## src/hw/rtl/lru_page_replacement_unit_macros.svh

```systemverilog
// assertion helpers for the lru page replacement unit
`ifndef LRU_PAGE_REPLACEMENT_UNIT_MACROS_SVH
`define LRU_PAGE_REPLACEMENT_UNIT_MACROS_SVH

`ifndef SYNTHESIS
// condition that holds at every edge out of reset
`define LPR_ASSERT(label, clk, rstn, prop) \
  label: assert property (@(posedge clk) disable iff (!rstn) (prop)) \
    else $error("lpr assertion failed");
// condition that must hold in the cycle after a trigger
`define LPR_ASSERT_NEXT(label, clk, rstn, pre, post) \
  label: assert property (@(posedge clk) disable iff (!rstn) (pre) |=> (post)) \
    else $error("lpr assertion failed");
`else
`define LPR_ASSERT(label, clk, rstn, prop)
`define LPR_ASSERT_NEXT(label, clk, rstn, pre, post)
`endif

`endif

```

## src/hw/rtl/lpr_pkg.sv

```systemverilog
package lpr_pkg;

  typedef enum logic [0:0] {
    ST_EMPTY,
    ST_HOLD
  } lpr_state_e;

  typedef struct packed {
    logic commit;
  } lpr_cmd_t;

  localparam int unsigned CFG_ADDR_W = 3;
  localparam logic [CFG_ADDR_W-1:0] ADDR_ACTIVE_FRAMES = 3'd0;

  localparam logic [3:0]  ACTIVE_FRAMES_RESET = 4'd3;
  localparam logic [15:0] FAULT_MAX           = 16'hFFFF;

endpackage

```

## src/hw/rtl/lpr_ctrl.sv

```systemverilog
module lpr_ctrl (
  input  logic              clk_i,
  input  logic              rst_ni,
  input  logic              in_valid_i,
  output logic              in_ready_o,
  output logic              out_valid_o,
  input  logic              out_ready_i,
  output lpr_pkg::lpr_cmd_t cmd_o
);

  lpr_pkg::lpr_state_e state_q, state_d;

  always_ff @(posedge clk_i or negedge rst_ni) begin
    if (!rst_ni) begin
      state_q <= lpr_pkg::ST_EMPTY;
    end else begin
      state_q <= state_d;
    end
  end

  // output register frees up in the same cycle it is taken
  always_comb begin
    out_valid_o   = (state_q == lpr_pkg::ST_HOLD);
    in_ready_o    = (state_q == lpr_pkg::ST_EMPTY) || out_ready_i;
    cmd_o.commit  = in_valid_i && in_ready_o;
  end

  always_comb begin
    state_d = state_q;
    case (state_q)
      lpr_pkg::ST_EMPTY: begin
        if (in_valid_i) state_d = lpr_pkg::ST_HOLD;
      end
      lpr_pkg::ST_HOLD: begin
        if (out_ready_i && !in_valid_i) state_d = lpr_pkg::ST_EMPTY;
      end
      default: state_d = lpr_pkg::ST_EMPTY;
    endcase
  end

endmodule

```

## src/hw/rtl/lpr_datapath.sv

```systemverilog
`include "lru_page_replacement_unit_macros.svh"

module lpr_datapath #(
  parameter int unsigned FRAMES    = 8,
  parameter int unsigned PAGE_BITS = 16
) (
  input  logic              clk_i,
  input  logic              rst_ni,
  input  lpr_pkg::lpr_cmd_t cmd_i,
  input  logic [3:0]        active_frames_i,
  input  logic [15:0]       page_number_i,
  input  logic              last_reference_i,
  output logic              hit_o,
  output logic              evicted_valid_o,
  output logic [15:0]       evicted_page_o,
  output logic [15:0]       fault_count_o
);

  localparam int unsigned CNT_W = $clog2(FRAMES + 1);
  localparam int unsigned IDX_W = (FRAMES > 1) ? $clog2(FRAMES) : 1;
  localparam int unsigned CMP_W = (CNT_W > 4) ? CNT_W : 4;

  logic [PAGE_BITS-1:0] frames_q [FRAMES];
  logic [PAGE_BITS-1:0] frames_d [FRAMES];
  logic [PAGE_BITS-1:0] frames_up [FRAMES];
  logic [CNT_W-1:0]     filled_q, filled_d;
  logic [15:0]          faults_q, faults_d;

  logic                 hit_q, ev_valid_q;
  logic [15:0]          ev_page_q, fault_count_q;

  logic [PAGE_BITS-1:0] page;
  logic [CMP_W-1:0]     af_ext, eff_ext;
  logic [CNT_W-1:0]     eff_n, filled;
  logic [FRAMES-1:0]    match;
  logic                 page_hit, full;
  logic [IDX_W-1:0]     hit_idx;
  logic [CNT_W-1:0]     shift_from, top;
  logic [15:0]          faults_inc;
  logic [15:0]          ev_page;
  logic                 fault_step;

  assign page = PAGE_BITS'(page_number_i);

  // frame count clamped to 1..FRAMES
  always_comb begin
    af_ext = CMP_W'(active_frames_i);
    if (af_ext == '0) begin
      eff_ext = CMP_W'(1);
    end else if (af_ext > CMP_W'(FRAMES)) begin
      eff_ext = CMP_W'(FRAMES);
    end else begin
      eff_ext = af_ext;
    end
    eff_n  = CNT_W'(eff_ext);
    filled = (filled_q < eff_n) ? filled_q : eff_n;
  end

  always_comb begin
    for (int i = 0; i < FRAMES; i++) begin
      match[i] = (CNT_W'(i) < filled) && (frames_q[i] == page);
    end
  end

  // lowest matching slot
  always_comb begin
    hit_idx = '0;
    for (int i = FRAMES - 1; i >= 0; i--) begin
      if (match[i]) hit_idx = IDX_W'(i);
    end
  end

  always_comb begin
    page_hit = |match;
    full     = (filled == eff_n);
    if (page_hit) begin
      shift_from = CNT_W'(hit_idx);
    end else if (full) begin
      shift_from = '0;
    end else begin
      shift_from = filled;
    end
    top = (page_hit || full) ? (filled - CNT_W'(1)) : filled;
  end

  // each slot below the last sees its upper neighbour for the shift towards slot 0
  for (genvar g = 0; g < FRAMES; g++) begin : g_cell
    if (g == FRAMES - 1) begin : g_last
      assign frames_up[g] = frames_q[g];
    end else begin : g_mid
      assign frames_up[g] = frames_q[g+1];
    end

    always_comb begin
      frames_d[g] = frames_q[g];
      if ((CNT_W'(g) >= shift_from) && (CNT_W'(g) < top)) begin
        frames_d[g] = frames_up[g];
      end else if (CNT_W'(g) == top) begin
        frames_d[g] = page;
      end
    end

    always_ff @(posedge clk_i) begin
      if (cmd_i.commit) frames_q[g] <= frames_d[g];
    end
  end

  always_comb begin
    faults_inc = (faults_q == lpr_pkg::FAULT_MAX) ? faults_q : (faults_q + 16'd1);
    faults_d   = page_hit ? faults_q : faults_inc;
    filled_d   = (!page_hit && !full) ? (filled + CNT_W'(1)) : filled;
    ev_page    = (!page_hit && full) ? 16'(frames_q[0]) : 16'd0;
  end

  always_ff @(posedge clk_i or negedge rst_ni) begin
    if (!rst_ni) begin
      filled_q   <= '0;
      faults_q   <= '0;
      hit_q      <= 1'b0;
      ev_valid_q <= 1'b0;
    end else if (cmd_i.commit) begin
      filled_q   <= last_reference_i ? '0 : filled_d;
      faults_q   <= last_reference_i ? '0 : faults_d;
      hit_q      <= page_hit;
      ev_valid_q <= !page_hit && full;
    end
  end

  always_ff @(posedge clk_i) begin
    if (cmd_i.commit) begin
      ev_page_q     <= ev_page;
      fault_count_q <= faults_d;
    end
  end

  assign hit_o           = hit_q;
  assign evicted_valid_o = ev_valid_q;
  assign evicted_page_o  = ev_page_q;
  assign fault_count_o   = fault_count_q;

  assign fault_step = cmd_i.commit && !page_hit && !last_reference_i &&
                      (faults_q != lpr_pkg::FAULT_MAX);

  `LPR_ASSERT(a_filled_bound, clk_i, rst_ni, filled_q <= CNT_W'(FRAMES))
  `LPR_ASSERT(a_hit_no_evict, clk_i, rst_ni, !(hit_q && ev_valid_q))
  `LPR_ASSERT_NEXT(a_fault_step, clk_i, rst_ni, fault_step, faults_q == $past(faults_q) + 16'd1)

endmodule

```

## src/hw/rtl/lru_page_replacement_unit.sv

```systemverilog
// lru page replacement unit
// input channel: in_valid_i/in_ready_o with page_number_i and last_reference_i,
// one page reference per word. output channel: out_valid_o/out_ready_i with
// hit_o, evicted_valid_o, evicted_page_o and fault_count_o, one word per
// reference. the reference is compared against every frame and the recency
// stack shifts in the same cycle, so the result appears in the cycle after
// acceptance, and a new reference is taken every cycle while the receiver
// takes each result; the compare and shift select over the frame row are combinational.
// the output register frees up in the cycle its word is taken, so while the
// receiver stalls one result waits and no further reference is accepted.
// last_reference_i clears the resident frames and the fault count once its
// result is formed. active_frames (byte address 0 of the apb port, reset 3)
// sets the frames in use, 0 acting as 1 and values above FRAMES as FRAMES;
// write it only while idle. reset empties the stack, zeroes the fault count
// and drops any pending result; no clearing pass is needed.
module lru_page_replacement_unit #(
  parameter int unsigned FRAMES    = 8,
  parameter int unsigned PAGE_BITS = 16
) (
  input  logic                           clk_i,
  input  logic                           rst_ni,
  input  logic                           in_valid_i,
  output logic                           in_ready_o,
  input  logic [15:0]                    page_number_i,
  input  logic                           last_reference_i,
  output logic                           out_valid_o,
  input  logic                           out_ready_i,
  output logic                           hit_o,
  output logic                           evicted_valid_o,
  output logic [15:0]                    evicted_page_o,
  output logic [15:0]                    fault_count_o,
  input  logic                           psel,
  input  logic                           penable,
  input  logic                           pwrite,
  input  logic [lpr_pkg::CFG_ADDR_W-1:0] paddr,
  input  logic [31:0]                    pwdata,
  output logic [31:0]                    prdata,
  output logic                           pready
);

  logic [3:0]        active_frames_q, active_frames_d;
  logic              cfg_wr;
  lpr_pkg::lpr_cmd_t cmd;

  assign pready = 1'b1;
  assign cfg_wr = psel && penable && pwrite && pready;

  always_comb begin
    active_frames_d = active_frames_q;
    if (cfg_wr && (paddr == lpr_pkg::ADDR_ACTIVE_FRAMES)) active_frames_d = pwdata[3:0];
  end

  always_ff @(posedge clk_i or negedge rst_ni) begin
    if (!rst_ni) begin
      active_frames_q <= lpr_pkg::ACTIVE_FRAMES_RESET;
    end else begin
      active_frames_q <= active_frames_d;
    end
  end

  assign prdata = (paddr == lpr_pkg::ADDR_ACTIVE_FRAMES) ? {28'd0, active_frames_q} : 32'd0;

  lpr_ctrl u_ctrl (
    .clk_i       (clk_i),
    .rst_ni      (rst_ni),
    .in_valid_i  (in_valid_i),
    .in_ready_o  (in_ready_o),
    .out_valid_o (out_valid_o),
    .out_ready_i (out_ready_i),
    .cmd_o       (cmd)
  );

  lpr_datapath #(
    .FRAMES    (FRAMES),
    .PAGE_BITS (PAGE_BITS)
  ) u_datapath (
    .clk_i            (clk_i),
    .rst_ni           (rst_ni),
    .cmd_i            (cmd),
    .active_frames_i  (active_frames_q),
    .page_number_i    (page_number_i),
    .last_reference_i (last_reference_i),
    .hit_o            (hit_o),
    .evicted_valid_o  (evicted_valid_o),
    .evicted_page_o   (evicted_page_o),
    .fault_count_o    (fault_count_o)
  );

endmodule
```

## config.mk

```make
export PLATFORM = sky130hd
export DESIGN_NAME = lru_page_replacement_unit
export DESIGN_NICKNAME = d
export VERILOG_FILES = /design/src/hw/rtl/lpr_pkg.sv /design/src/hw/rtl/lpr_ctrl.sv /design/src/hw/rtl/lpr_datapath.sv /design/src/hw/rtl/lru_page_replacement_unit.sv
export VERILOG_INCLUDE_DIRS = /design/src /design/src/hw/rtl
export SDC_FILE = /design/constraint.sdc
export NUM_CORES = 1
export LEC_CHECK = 0
export ABC_AREA = 0
export BUFFER_PORTS_ARGS = -buffer_cell sky130_fd_sc_hd__clkbuf_2
export CORE_MARGIN = 1.5
export CORE_UTILIZATION = 25
export CTS_CLUSTER_DIAMETER = 40
export CTS_CLUSTER_SIZE = 40
export DETAILED_ROUTE_END_ITERATION = 10
export GPL_TIMING_DRIVEN = 1
export PLACE_DENSITY_LB_ADDON = 0.15
export SLEW_MARGIN = 5
export SYNTH_ARGS = -nofsm -noshare
export SYNTH_HDL_FRONTEND = slang
export SYNTH_HIERARCHICAL = 1
export SYNTH_SLANG_ARGS = --single-unit
```

## constraint.sdc

```tcl
create_clock -name clk_i -period 7.5 [get_ports clk_i]
set_input_delay 0.375 -clock clk_i [delete_from_list [all_inputs] [get_ports clk_i]]
set_output_delay 0.375 -clock clk_i [all_outputs]
set_load 0.02 [all_outputs]
```

==> results of run 1 <==
[kinds of logic after synthesis]
| group | synth area share [%] |
|---|---|
| other | 0.0700 |
| xor gates and xnor gates | 11.8 |
| muxes | 13.2 |
| buffers and inverters | 4.99 |
| AOI/OAI and AO/OA | 7.49 |
| adders and majority gates | 1.17 |
| DFF | 51.1 |
| and+or+nand+nor | 10.3 |
[stage by stage]
step	std cells	cell area, um^2
floorplan	900	10800
global placement	1427	11500
detailed placement	1427	11500
CTS	1459	12000
global route	1459	12000
finish	1459	12000
[cells in the mapped netlist, drive strengths merged, types with 3 or more instances]
cell and number:
dfrtp 25, a41oi 3, buf 61, o21ai 24, mux2 119, a211oi 5, edfxtp 160, nor4b 3
nand2 27, xnor2 91, xor2 53, a21oi 20, nor4 16, a21o 5, nor3 13, o21a 5
nand2b 5, mux2i 4, inv 9, and4 3, o31ai 12, nor2b 3, and3 19, nand4 32
clkbuf 32, ha 10, and2 11, a22o 11, or3 4, nand3 14, nor2 35, nor3b 3
or2 6
[area by class of cell]
cell class	count	area [um^2]
Inverter	10	37.5
Sequential cell	187	5480
Timing Repair Buffer	81	433
Clock buffer	18	429
Multi-Input combinational cell	610	4830
Clock inverter	14	163
Fill cell	4288	30100
Tap cell	539	674
[critical path: cells and delay by family (launching register included)]
kind	cells	cell delay [ns]
AOI/OAI and AO/OA	8	2.47
adders and majority gates	2	0.84
DFF	1	0.48
and+or+nand+nor	5	1.38
buffers and inverters	3	0.66
[metal layers]
layer	track usage, %	up-vias	part of all wire (%)
li1	-	3224	-
met1	14.3	3047	48
met2	18.1	108	47
met3	2.43	28	3.0
met4	3.97	2	2.0
met5	0	-	0.059
[flip-flops by register name, summed over array words and instances (netlist names)]
register                    flops
u_datapath/hit_o                1
u_datapath/fault_count_o       16
u_ctrl/out_valid_o              1
active_frames_q                 4
u_datapath/frames_q           128
u_datapath/evicted_page_o      16
u_datapath/evicted_valid_o      1
u_datapath/filled_q             4
u_datapath/faults_q            16
[worst max path at each step]
stage | end | cells past startpoint | slack [ns] | start
after detailed placement | u_datapath/frames_q[1][38] | 18 | 1.37 | active_frames_q[3]
after floorplan | u_datapath/frames_q[1][16] | 18 | 2.19 | active_frames_q[1]
final | u_datapath/frames_q[0][34] | 18 | 1.30 | active_frames_q[3]
after CTS | u_datapath/frames_q[1][34] | 18 | 1.32 | active_frames_q[3]
after global routing | u_datapath/frames_q[0][32] | 18 | 0.77 | active_frames_q[3]
after global placement | u_datapath/frames_q[0][38] | 18 | 1.39 | active_frames_q[3]
[where the power goes]
group / leakage [uW] / switching (uW) / internal, uW
Sequential: 0.00185 / 222 / 1800
Combinational: 0.00218 / 1400 / 1240
Clock: 0.000285 / 419 / 499
==> qor.yml, run 1 <==
setup_violations: 0
cts_buffer_depth: 2
fp.dieH_um: 210
cts_sinks: 187
first_global_vias: 6465
ys.flop_type: "edfxtp_1"
rsz0062_at_grt: "false"
n_antenna_cell: 0
wl_per_cell_um: 16.2
min_path_type: "input pin to asynchronous set/reset pin"
synth_top_area_share_pct: 44.8
syn_area_um2: 10700
drtIter0Drc: 340
htree_levels: 4
wl_um: 23700
grt-ovfl-total: 0
final_cell_mix: "160 x edfxtp_1, 91 x xnor2_1, 70 x clkbuf_2, 59 x mux2_1, 53 x xor2_1"
fmax_mhz: 161
synth_cells: 873
die_x_um: 210
crit_slowest_cell: "nor3_4"
start_util_pct: 25.5
hold_viol: 12
grt_max_degree: 45
gp_congestion: 0.822
critPathMaxFanout: 19
syn_avg_cell_area_um2: 12.3
run_status: "complete, but fails checks"
p_per_area_nw_per_um2: 462
cap_violations: 0
crit_type: "flop to flop"
synth_edf_count: 160
final_util_pct: 28.6
io_buffer_count: 70
slowest_delay_ns: 0.73
cp.arrival_ns: 6.33
antenna_found_initial: 1
viasPerCell: 4.39
setup_ws_ns: 1.30
ys_ff_latch: 187
layout_commonest_cell: "edfxtp_1"
worst_r2r_endpoint: "u_datapath/frames_q[0][34]"
remaining_drc_errors: 0
r2r_slack_ns: 1.30
max_slew_margin_pct: 22.9
fp-row-count: 75
power_uw: 5570
violations: "hold timing"
final_max_slew_viol_count: 0
timing.rr.start: "active_frames_q[3]"
grt_first_pass_wirelength_um: 37300
clk_pin_slew_ns: 0.07
p_leak_uw: 0.00431
antenna_left: 0
die_area_um2: 44200
ys.warnings.count: 6
period_minus_slack_ns: 6.20
ir_drop_mv: 0.196
syn_to_final_growth_pct: 12.3
holdBufCountCts: 0
fin_skew_ns: 0.0123
synth.area.top_cells: "edfxtp_1 45%, xnor2_1 7.4%, mux2_1 6.2%"
numCtsBuffers: 17
post_cts_resized: 0
worstPathRequired_ns: 7.64
ioPinCount: 128
tightest_slew_ns: 1.16
coreArea_um2: 42100
root_buffer: "clkbuf_16"
endpoint_kind: "flop"
reg2reg_depth: 18
cp_cell_sequence: "nor2b_1 -> inv_1 -> ha_1 -> o211a_1 -> o31a_1 -> nor2_1 -> a21o_1 -> inv_1 -> ha_1 -> nor2_1 -> o41ai_2 -> o2111ai_2 -> nor3_4 -> o21bai_1 -> nand2_2 -> a221o_1 -> a21oi_1 -> buf_4"
seq_area_frac_synth_pct: 51.1
async_reset_ff_share_pct: 14.4
synth_area_leader_cell: "edfxtp_1"
gr-usage-all-layers_pct: 11.0
clk_latency_ns: 0.45
post-cts-setup-buffers: 0
place_ws_ns: 1.37
dp_hpwl_um: 17900
cp-start-kind: "flop"
dr.pass1.iters: 5
setup_tns_ns: 0
hold_slack_ns: -0.0139
drive_gt1_share_pct: 21.8
synth.distinct_cells: 76
nNetsFinal: 976
via_count: 6409
fin_crit_sh_pct: 82.6
cts_tree: "done"
Power figures use the tool's default switching activity.
==> run 2: changes to the inputs <==
==> constraint.sdc (replaced) <==
create_clock -name clk_i -period 6 [get_ports clk_i]
set_input_delay 0.3 -clock clk_i [delete_from_list [all_inputs] [get_ports clk_i]]
set_output_delay 0.3 -clock clk_i [all_outputs]
set_load 0.02 [all_outputs]
==> run 2 against run 1 <==
  * The flow now finishes without violations
  * Cell area rose by 0.79%
  * Combinational power increased by 29%
  * Non-clock buffer count rose by 17
  * Die area unchanged
  * Critical endpoint is now u_datapath/frames_q[0][38]
  * Largest cell class unchanged
==> qor.yml, run 2 (synthesis results as in run 1) <==
fill_cells: 4334  # +1.1%
n_antenna_cell: 0  # unchanged
final_max_slew_viol_count: 0  # unchanged
cp_cell_sequence: "nor2b_1 -> inv_1 -> ha_1 -> o211a_1 -> o31a_1 -> nor2_1 -> a21o_1 -> inv_1 -> ha_2 -> nor2_1 -> o41ai_2 -> o2111ai_2 -> or2_1 -> nor3_2 -> mux2i_1 -> a221o_1 -> buf_4 -> a21oi_1 -> buf_4"
root_buffer: "clkbuf_16"
crit_slowest_cell: "dfrtp_1"
fin_skew_ns: 0.0139  # +0.00157 ns
nNetsFinal: 993  # +1.7%
dr.pass1.iters: 5  # unchanged
setup_violations: 0  # unchanged
endpoint_kind: "flop"
tightest_slew_ns: 0.850  # -0.306 ns
numCtsBuffers: 17  # unchanged
setup_tns_ns: 0  # unchanged
hold_viol: 0  # -12
slowest_delay_ns: 0.48  # -0.25 ns
power_uw: 7020  # +26%
coreArea_um2: 42100  # unchanged
fp.dieH_um: 210  # unchanged
fmax_mhz: 181  # +12%
grt_max_degree: 45  # unchanged
final_cell_mix: "160 x edfxtp_1, 91 x xnor2_1, 70 x clkbuf_2, 59 x mux2_1, 53 x xor2_1"
multi_input_area_um2: 4830  # about the same
fp-row-count: 75  # unchanged
p_leak_uw: 0.00438  # +1.6%
die_x_um: 210  # unchanged
cts_tree: "done"
worstPathRequired_ns: 6.14  # -1.50 ns
cap_violations: 0  # unchanged
wl_um: 24200  # +2.0%
io_buffer_count: 70  # unchanged
drtIter0Drc: 261  # -23%
first_global_vias: 6693  # +3.5%
gp_congestion: 0.819  # -0.39%
min_path_type: "input pin to flop"
clk_latency_ns: 0.45  # about the same
viasPerCell: 4.35  # -0.93%
rsz0062_at_grt: "false"
p_per_area_nw_per_um2: 578  # +25%
layout_commonest_cell: "edfxtp_1"
run_status: "finished clean"
cts_buffer_depth: 2  # unchanged
antenna_left: 0  # unchanged
period_minus_slack_ns: 5.54  # -0.660 ns
ir_drop_mv: 0.298  # +52%
cp.arrival_ns: 5.67  # -0.66 ns
wl_per_cell_um: 16.4  # +0.90%
critPathMaxFanout: 17  # -2
grt-ovfl-total: 0  # unchanged
clk_pin_slew_ns: 0.07  # about the same
syn_to_final_growth_pct: 13.2
ioPinCount: 128  # unchanged
remaining_drc_errors: 0  # unchanged
drive_gt1_share_pct: 23.1  # +1.2 points
cp-start-kind: "flop"
fin_crit_sh_pct: 92.3  # +9.7 points
cts_sinks: 187  # unchanged
setup_ws_ns: 0.464  # -0.840 ns
dp_hpwl_um: 18300  # +2.2%
largest_reg_flops: 128  # unchanged
start_util_pct: 25.5  # unchanged
grt_first_pass_wirelength_um: 38400  # +2.8%
crit_type: "flop to flop"
die_area_um2: 44200  # unchanged
place_ws_ns: 0.294  # -1.07 ns
htree_levels: 4  # unchanged
antenna_found_initial: 0  # -1
gr-usage-all-layers_pct: 11.4  # +0.38 points
top_register: "u_datapath/frames_q"
via_count: 6419  # +0.16%
max_slew_margin_pct: 43.3  # +20 points
ff_latch_area_um2: 5480  # unchanged
## run 2: cell types whose count changed in the layout (fill, tap and decap cells not counted), sizes merged
cell	change
clkinv	+3
clkbuf	-1
dlygate4sd3	+1
buf	+16
inv	-3
## run 2: metrics by stage
step                hold slack [ns]  util (%)  cells  instance area (um^2)
finish                       0.0583      28.8   1475                 12100
global route                 0.0455      28.8   1475                 12100
CTS                          0.0320      28.8   1473                 12100
detailed placement            0.422      27.4   1441                 11600
global placement              0.426      27.4   1441                 11600
floorplan                   0.00441         -    900                 10800
## run 2: timing repair
action | 4_1_cts | 5_1_grt
setup buffers | 0 | 2
hold endpoints to repair | 25 | 0
hold buffers | 1 | 0
resized for setup | 0 | 1
setup endpoints to repair | 0 | 155
## run 2: layout make-up
type	count	share of cell area (%)
repair buffers	98	4.64
clock inverters	14	1.06
flip-flops and latches	187	45.2
multi-input cells	610	39.8
well taps	539	5.55
inverters	10	0.309
clock buffers	17	3.50
## run 2: path summary, 6_finish.rpt
check | start | slack, ns | to | cells past startpoint
setup reg to reg | active_frames_q[3] | 0.46 | u_datapath/frames_q[0][38] | 19
setup / recovery | active_frames_q[3] | 0.46 | u_datapath/frames_q[0][38] | 19
max in group asynchronous | rst_ni | 5.07 | u_datapath/faults_q[14] | 2
hold / removal | in_valid_i | 0.06 | u_ctrl/out_valid_o | 2
hold reg to reg | u_datapath/evicted_valid_o | 0.52 | u_datapath/evicted_valid_o | 2
min in group asynchronous | rst_ni | 0.45 | active_frames_q[2] | 2
## run 2: where the power goes
part / total, uW / internal (uW) / switching, uW
clock network: 1110 / 604 / 501
registers: 2520 / 2250 / 276
logic: 3400 / 1630 / 1760
total: 7020 / 4480 / 2540
## run 2: worst max-delay path, delay by kind of cell, from the launching register on
kind	cells	cell delay (ns)
multiplexers	1	0.17
adder cells (fa/ha/maj)	2	0.72
AND/OR/NAND/NOR	5	1.13
buffers and inverters	4	0.88
AO/OA/AOI/OAI	7	1.85
flip-flops	1	0.48
## run 2: metal layers
metal,vias to the layer above,global-route usage (%),wire [um]
met5,-,0,0
met4,0,3.52,312
met3,14,2.55,666
met2,96,18.7,11500
met1,3049,15.0,11700
li1,3260,-,-
